`src/rtl/core/tds_pkg.sv`:
```
// Package for the tridiagonal system solver: widths, error codes and
// the fixed-point helpers shared by the solver core and the divider.
// No dependencies.
package tds_pkg;

    localparam int DATA_W        = 32;
    localparam int ROW_IDX_W     = 6;
    localparam int ERR_W         = 2;
    localparam int MAX_ROWS_DEF  = 64;
    localparam int FRAC_BITS_DEF = 16;

    localparam logic [ERR_W-1:0] ERR_OK    = 2'd0;
    localparam logic [ERR_W-1:0] ERR_PIVOT = 2'd1;
    localparam logic [ERR_W-1:0] ERR_ROWS  = 2'd2;

    localparam logic signed [DATA_W-1:0] Q_MAX = {1'b0, {(DATA_W-1){1'b1}}};
    localparam logic signed [DATA_W-1:0] Q_MIN = {1'b1, {(DATA_W-1){1'b0}}};

    // a - b, saturated to 32 bits signed
    function automatic logic signed [DATA_W-1:0] sat_sub(
        input logic signed [DATA_W-1:0] a,
        input logic signed [DATA_W-1:0] b
    );
        logic signed [DATA_W:0] d;
        begin
            d = {a[DATA_W-1], a} - {b[DATA_W-1], b};
            if (d[DATA_W] != d[DATA_W-1])
                sat_sub = d[DATA_W] ? Q_MIN : Q_MAX;
            else
                sat_sub = d[DATA_W-1:0];
        end
    endfunction

    // round half up, floor shift by frac, saturate to 32 bits
    function automatic logic signed [DATA_W-1:0] round_mul(
        input logic signed [2*DATA_W-1:0] p,
        input int                         frac
    );
        logic signed [2*DATA_W-1:0] r;
        logic                       hi_ones;
        logic                       hi_zeros;
        begin
            r        = (p + (64'sd1 <<< (frac - 1))) >>> frac;
            hi_ones  = &r[2*DATA_W-1:DATA_W-1];
            hi_zeros = ~|r[2*DATA_W-1:DATA_W-1];
            if (hi_ones || hi_zeros)
                round_mul = r[DATA_W-1:0];
            else
                round_mul = r[2*DATA_W-1] ? Q_MIN : Q_MAX;
        end
    endfunction

endpackage

```
`src/rtl/core/tds_div.sv`:
```
// Bit-serial signed fixed-point divider: (num << FRAC_BITS) / den, truncated
// toward zero and saturated to 32 bits. Depends on tds_pkg.
module tds_div #(
    parameter int FRAC_BITS = tds_pkg::FRAC_BITS_DEF
) (
    input  logic                               clk,
    input  logic                               rst_n,
    input  logic                               start,
    input  logic signed [tds_pkg::DATA_W-1:0]  num,
    input  logic signed [tds_pkg::DATA_W-1:0]  den,
    output logic                               done,
    output logic signed [tds_pkg::DATA_W-1:0]  quo
);
    import tds_pkg::*;

    localparam int W     = DATA_W + FRAC_BITS;
    localparam int CNT_W = $clog2(W + 1);

    logic                     busy_reg;
    logic                     fin_reg;
    logic                     done_reg;
    logic [CNT_W-1:0]         cnt_reg;
    logic [DATA_W-1:0]        rem_reg;
    logic [W-1:0]             dvd_reg;
    logic [DATA_W-1:0]        dmag_reg;
    logic                     neg_reg;
    logic signed [DATA_W-1:0] quo_reg;

    logic [DATA_W:0]          rem_sh;
    logic                     ge;
    logic [DATA_W:0]          rem_diff;
    logic [DATA_W-1:0]        nmag;
    logic                     big_pos;
    logic                     big_neg;

    assign rem_sh   = {rem_reg, dvd_reg[W-1]};
    assign ge       = rem_sh >= {1'b0, dmag_reg};
    assign rem_diff = rem_sh - {1'b0, dmag_reg};
    assign nmag     = num[DATA_W-1] ? (~num + 1'b1) : num;
    assign big_pos  = |dvd_reg[W-1:DATA_W-1];
    assign big_neg  = (|dvd_reg[W-1:DATA_W]) || (dvd_reg[DATA_W-1] && |dvd_reg[DATA_W-2:0]);

    always_ff @(posedge clk or negedge rst_n)
    begin
        if (!rst_n)
        begin
            busy_reg <= 1'b0;
            fin_reg  <= 1'b0;
            done_reg <= 1'b0;
            cnt_reg  <= '0;
        end
        else
        begin
            done_reg <= 1'b0;
            if (start)
            begin
                if (den == '0)
                    done_reg <= 1'b1;
                else
                begin
                    busy_reg <= 1'b1;
                    cnt_reg  <= CNT_W'(W);
                end
            end
            else if (busy_reg)
            begin
                cnt_reg <= cnt_reg - 1'b1;
                if (cnt_reg == CNT_W'(1))
                begin
                    busy_reg <= 1'b0;
                    fin_reg  <= 1'b1;
                end
            end
            else if (fin_reg)
            begin
                fin_reg  <= 1'b0;
                done_reg <= 1'b1;
            end
        end
    end

    always_ff @(posedge clk)
    begin
        if (start)
        begin
            neg_reg  <= num[DATA_W-1] ^ den[DATA_W-1];
            dmag_reg <= den[DATA_W-1] ? (~den + 1'b1) : den;
            dvd_reg  <= {nmag, {FRAC_BITS{1'b0}}};
            rem_reg  <= '0;
            if (num[DATA_W-1])
                quo_reg <= Q_MIN;
            else if (num == '0)
                quo_reg <= '0;
            else
                quo_reg <= Q_MAX;
        end
        else if (busy_reg)
        begin
            rem_reg <= ge ? rem_diff[DATA_W-1:0] : rem_sh[DATA_W-1:0];
            dvd_reg <= {dvd_reg[W-2:0], ge};
        end
        else if (fin_reg)
        begin
            if (neg_reg)
                quo_reg <= big_neg ? Q_MIN : (~dvd_reg[DATA_W-1:0] + 1'b1);
            else
                quo_reg <= big_pos ? Q_MAX : dvd_reg[DATA_W-1:0];
        end
    end

    assign done = done_reg;
    assign quo  = quo_reg;

    ap_no_overlap: assert property (@(posedge clk) disable iff (!rst_n)
        !(busy_reg && fin_reg)) else $error("divider busy and finishing together");
    ap_done_after_fin: assert property (@(posedge clk) disable iff (!rst_n)
        fin_reg && !start |=> done_reg) else $error("divider finish lost");
    ap_cnt_idle: assert property (@(posedge clk) disable iff (!rst_n)
        busy_reg |-> cnt_reg != '0) else $error("divider count ran out while busy");

endmodule

```
`config.mk`:
```
export PLATFORM = sky130hd
export DESIGN_NAME = tds_div
export DESIGN_NICKNAME = d
export VERILOG_FILES = /design/src/rtl/core/tds_pkg.sv /design/src/rtl/core/tds_div.sv
export SDC_FILE = /design/constraint.sdc
export NUM_CORES = 1
export LEC_CHECK = 0
export BUFFER_PORTS_ARGS = -buffer_cell sky130_fd_sc_hd__buf_2
export CAP_MARGIN = 20
export CELL_PAD_IN_SITES_DETAIL_PLACEMENT = 2
export CELL_PAD_IN_SITES_GLOBAL_PLACEMENT = 2
export CORE_AREA = 2 2 142 179
export CTS_BUF_LIST = sky130_fd_sc_hd__clkbuf_8
export DETAILED_ROUTE_END_ITERATION = 8
export DIE_AREA = 0 0 144 181
export PLACE_DENSITY = 0.84
export SLEW_MARGIN = 20
export SYNTH_ARGS = -nofsm -noshare
export SYNTH_HDL_FRONTEND = slang
export SYNTH_SLANG_ARGS = --single-unit
```
`constraint.sdc`:
```
create_clock -name clk -period 8.81 [get_ports clk]
set_input_delay 1.762 -clock clk [delete_from_list [all_inputs] [get_ports clk]]
set_output_delay 1.762 -clock clk [all_outputs]
set_load 0.05 [all_outputs]
```
# [After elaboration in Yosys (flattened, before gate mapping)]
# Index checks and enable logic that the tools add are counted.
[word_totals] register_bits=154 in_bits=67 out_inout_bits=33 wordCells=64
[op_classes] n_addsub=5 n_lt_le_gt_ge=1 n_eq_ne=4 n_mux=26 n_bitwise=5 reduce_logical=12
[op_table] cell="2-to-1 mux 32 bit" count=9
[op_table] cell="adder 32 x 1 -> 32 bit (second input constant)" count=3
[op_table] cell="2-to-1 mux 48 bit" count=2
[op_table] cell="inverter 32 bit" count=3
[op_table] cell="zero test 32 bit" count=2
[op_table] cell="2-to-1 mux 31 bit" count=2
[op_table] cell="greater-or-equal comparator 33 x 32 -> 1 bit" count=1
[op_table] cell="subtractor 32 bit" count=1
[op_table] cell="OR reduction 31 bit" count=1
[op_table] cell="2-to-1 mux 6 bit" count=3
[op_table] cell="OR reduction 17 bit" count=1
[op_table] cell="OR reduction 16 bit" count=1
[op_table] cell="2-to-1 mux 1 bit" count=10
[op_table] cell="== test 6 x 1 -> 1 bit (second input constant)" count=1
[op_table] cell="AND reduction 2 bit" count=3
[op_table] cell="subtractor 6 x 1 -> 6 bit (second input constant)" count=1
[op_table] cell="!= test 2 bit (second input constant)" count=2
[op_table] cell="nonzero test 2 bit" count=2
[op_table] cell="!= test 2 x 1 -> 1 bit (second input constant)" count=1
[op_table] cell="logical AND 1 bit" count=1
[op_table] cell="logical OR 1 bit" count=1
[op_table] cell="inverter 1 bit" count=1
[op_table] cell="bitwise XOR 1 bit" count=1

# [Logic depth before layout (Yosys ltp)]
[depth] word_depth=8 ltp_mapped=13 mapped_depth_nobuf=11

# [Least setup slack after synthesis]
# Ideal clock, no wire load.
[synth_path] kind="input to register" startpoint="in num[10] in the netlist's numbering" endpoint="reg quo_reg[5] (netlist: quo[5]), data pin" setup_time_ps=269 arrival_time_ps=4030 t_required_ps=8541 path_slack_ps=4511 stages=9 path_cell_list="or4_1 -> or3_4 -> or3_1 -> nor4_2 -> nand3_1 -> o311ai_2 -> a21boi_2 -> buf_2 -> o21ai_0"
[synth_between] elab_chain_cells=4
[synth_lines] item="start, declared" line_no="tds_div.sv:9" rtl="input logic signed [tds_pkg::DATA_W-1:0] num,"
[synth_lines] item="zero test 32 bit" line_no="tds_div.sv:92" rtl="else if (num == '0)"
[synth_lines] item="2-to-1 mux 31 bit" line_no="tds_div.sv:92"
[synth_lines] item="2-to-1 mux 32 bit" line_no="tds_div.sv:90" rtl="if (num[DATA_W-1])"
[synth_lines] item="2-to-1 mux 32 bit" line_no="tds_div.sv:84" rtl="if (start)"
[synth_lines] item="end signal, assigned" line_no="tds_div.sv:105" rtl="quo_reg <= big_neg ? Q_MIN : (~dvd_reg[DATA_W-1:0] + 1'b1);"
[synth_lines] item="end signal, assigned" line_no="tds_div.sv:107" rtl="quo_reg <= big_pos ? Q_MAX : dvd_reg[DATA_W-1:0];"
[synth_lines] item="end, declared" line_no="tds_div.sv:27" rtl="logic signed [DATA_W-1:0] quo_reg;"
# Every way passes these cells.
# A chain may end at the register's enable or synchronous reset.

# [Final worst setup path]
[layout_path] startpoint="in num[9] in the netlist's numbering" endpoint="reg quo_reg[2] (netlist: quo[2]), data pin"
# The elaborated chain is that of the path after synthesis.

==> metrics.md <==
| Metric | Value |
|---|---|
| Syn_nets | `1222` |
| Synth warn | `0` |
| Fmax | `0.212 GHz` |
| Max FFs per register | `48` |
| CTS tree | `done` |
| Tmin final | `4710 ps` |
| Area leader, netlist | `edfxtp_1` |
| CTS H-tree depth | `4` |
| Slew Limit Fails | `0` |
| Slowest stage delay, CP | `550 ps` |
| Flops & latches, synth | `154` |
| Die X-Extent | `144 µm` |
| P per Cell Area | `155 mW/mm²` |
| ANT nets after route | `0` |
| Top cells by area, synth | `edfxtp_1 29%, dfxtp_1 9.5%, xnor2_1 5.1%` |
| Data required time of the worst path | `8990 ps` |
| Lkg Pwr | `4.54 nW` |
| First-pass GRT wire length | `53.0 mm` |
| Detailed Place HPWL | `23.6 mm` |
| Final setup viols | `0` |
| Gate Count Post-Synth | `1117` |
| Global route overflow | `0` |
| Max Cap Violations | `0` |
| DRT Pass-1 Iters | `4` |
| Nature of the critical path endpoint | `flip-flop` |
| Ys async rst share | `0.0584` |
| CTS Hold Bufs | `0` |
| Post-CTS setup buffers | `0` |
| Max Fanout on Critical Path | `20` |
| Post-route DRC | `0` |
| Slew HR | `0.376` |
| DR WL/cell | `21.2 µm` |
| Fin Hold WS | `509 ps` |
| Post-CTS Resized | `0` |
| Top cell type's share of synthesized area | `0.287` |
| Unrepaired setup endpoints after global routing | `false` |
| Routability cong. | `0.806` |
| Worst skew pair latency | `480 ps` |
| Setup TNS | `0 ps` |
| Initial antenna violation count | `0` |
| Die Height | `181 µm` |
| Hold crit path type | `flip-flop to flip-flop` |
| I/O pin total | `100` |
| Drt first-iter violations | `394` |
| Ant. Diodes | `0` |
| CP arrival | `4890 ps` |
| Nets@finish | `1291` |
| Slew of the pin with the lowest slew margin | `936 ps` |
| Synth Flop Type | `edfxtp_1` |
| Root buf cell | `clkbuf_8` |
| Clk sinks | `154` |
| Fin. Hold Viols | `0` |
| Crit share post-route | `0.535` |
| Startpoint Class | `input port` |
| WL final | `32.4 mm` |
| TritonCTS Buffers | `17` |
| Reg2reg start | `dvd_reg[1]` |
| HP Start | `rem_reg[9]` |
| Crit-path cells | `buf_2 > or4_1 > or3_4 > or3_1 > nor4_2 > nand3_1 > o311ai_2 > buf_4 > a21boi_2 > o311ai_0` |
| Crit path from | `num[9]` |
| Clk buf depth | `2` |
| Post-synthesis average cell area | `9.08 µm²` |
| Mapped cell area | `0.0101 mm²` |
| CP Class | `input port to flip-flop` |
| Die area | `0.0261 mm²` |
| Peak VDD IR | `0.0930 mV` |
| Core box area | `0.0243 mm²` |
| Clock Skew | `18.0 ps` |
| Commonest non-fill, non-tap cell in the layout | `nand2_1` |
| Layout cells sized above 1 | `0.146` |
| Synth cell types | `83` |
| Most frequent cells in the layout | `122 x nand2_1, 98 x buf_2, 97 x edfxtp_1, 96 x o21ai_0, 82 x nor2_1` |
| Synthesis-to-finish area growth | `10.9%` |
| IO Port Bufs | `99` |
| Largest net degree at the start of global routing | `82` |
| Number of flops mapped to enable cells by yosys | `97` |
| Via count | `9082` |
| Overall Global Routing Usage | `0.257` |
| Vias in the first global route | `9882` |
| Status | `finished clean` |
| Register area share after synthesis | `0.404` |
| Starting density of the core | `0.418` |
| Slowest-stage cell, CP | `or4_1` |
| FP Rows | `64` |
| Vias per cell | `5.94` |
| Reg clk slew, reported paths | `100 ps` |
area by class of cell:
cell class                      count  area, µm²
Clock inverter                     14        135
Fill cell                        2707      13000
Sequential cell                   154       4100
Multi-Input combinational cell    846       5570
Timing Repair Buffer              109        573
Clock buffer                       17        234
Tap cell                          330        413
Inverter                           58        218
power breakdown:
part           leakage, nW  internal (mW)  switching, mW
Combinational         2.88          0.113          0.218
Sequential            1.48          0.830         0.0410
Clock                0.178          0.228          0.308
Total                 4.54           1.17          0.567
final timing paths:
| kind | endpoint | slack [ps] | depth (start not counted) |
|---|---|---|---|
| max in group asynchronous | busy_reg | 7440 | 1 |
| hold reg to reg | rem_reg[10] | 510 | 2 |
| setup reg to reg | quo[19] | 4760 | 10 |
| min in group asynchronous | cnt_reg[0] | 1140 | 1 |
| hold / removal | rem_reg[10] | 510 | 2 |
| setup / recovery | quo[2] | 4100 | 10 |
metrics by stage:
stage	cell area (µm²)	util	setup WS, ps	cells	power (mW)
2_1_floorplan	10100	-	4510	1117	1.10
3_3_place_gp	10900	0.448	3740	1497	1.20
3_5_place_dp	10900	0.448	3560	1497	1.22
4_1_cts	11200	0.463	4100	1528	1.75
5_1_grt	11200	0.463	3870	1528	1.82
6_report	11200	0.463	4100	1528	1.74
routing by layer:
layer | routed length, µm | share of wire | vias up | GRT usage
li1 | - | - | 4280 | -
met1 | 13500 | 0.42 | 4580 | 0.307
met2 | 17200 | 0.53 | 170 | 0.471
met3 | 923 | 0.028 | 52 | 0.0337
met4 | 748 | 0.023 | 0 | 0.0784
met5 | 0 | 0 | - | 0
logic make-up (layout without fill, tap and decap cells):
| kind of cell | after synthesis | in the layout | synth area share |
|---|---|---|---|
| DFF | 154 | 154 | 0.404 |
| xor gates and xnor gates | 85 | 85 | 0.0734 |
| and+or+nand+nor | 378 | 378 | 0.189 |
| adders and majority gates | 38 | 38 | 0.0476 |
| muxes | 23 | 23 | 0.0230 |
| AOI/OAI and AO/OA | 322 | 322 | 0.215 |
| buffers and inverters | 117 | 198 | 0.0473 |
critical path, delay by kind of cell:
family	cells	cell delay (ps)
compound gates	3	1020
buf+inv	2	420
simple gates	5	1690
Yosys cell counts, types with 28 or more instances:
| cell | count |
|---|---|
| dfxtp_1 | 48 |
| inv_1 | 56 |
| edfxtp_1 | 97 |
| ha_1 | 37 |
| o21ai_0 | 96 |
| a21oi_1 | 60 |
| o31ai_1 | 28 |
| nand2_1 | 122 |
| nor2_1 | 84 |
| nor3_1 | 30 |
| xnor2_1 | 59 |
| clkbuf_1 | 42 |
Note: power is estimated with default switching activity, not from simulation.
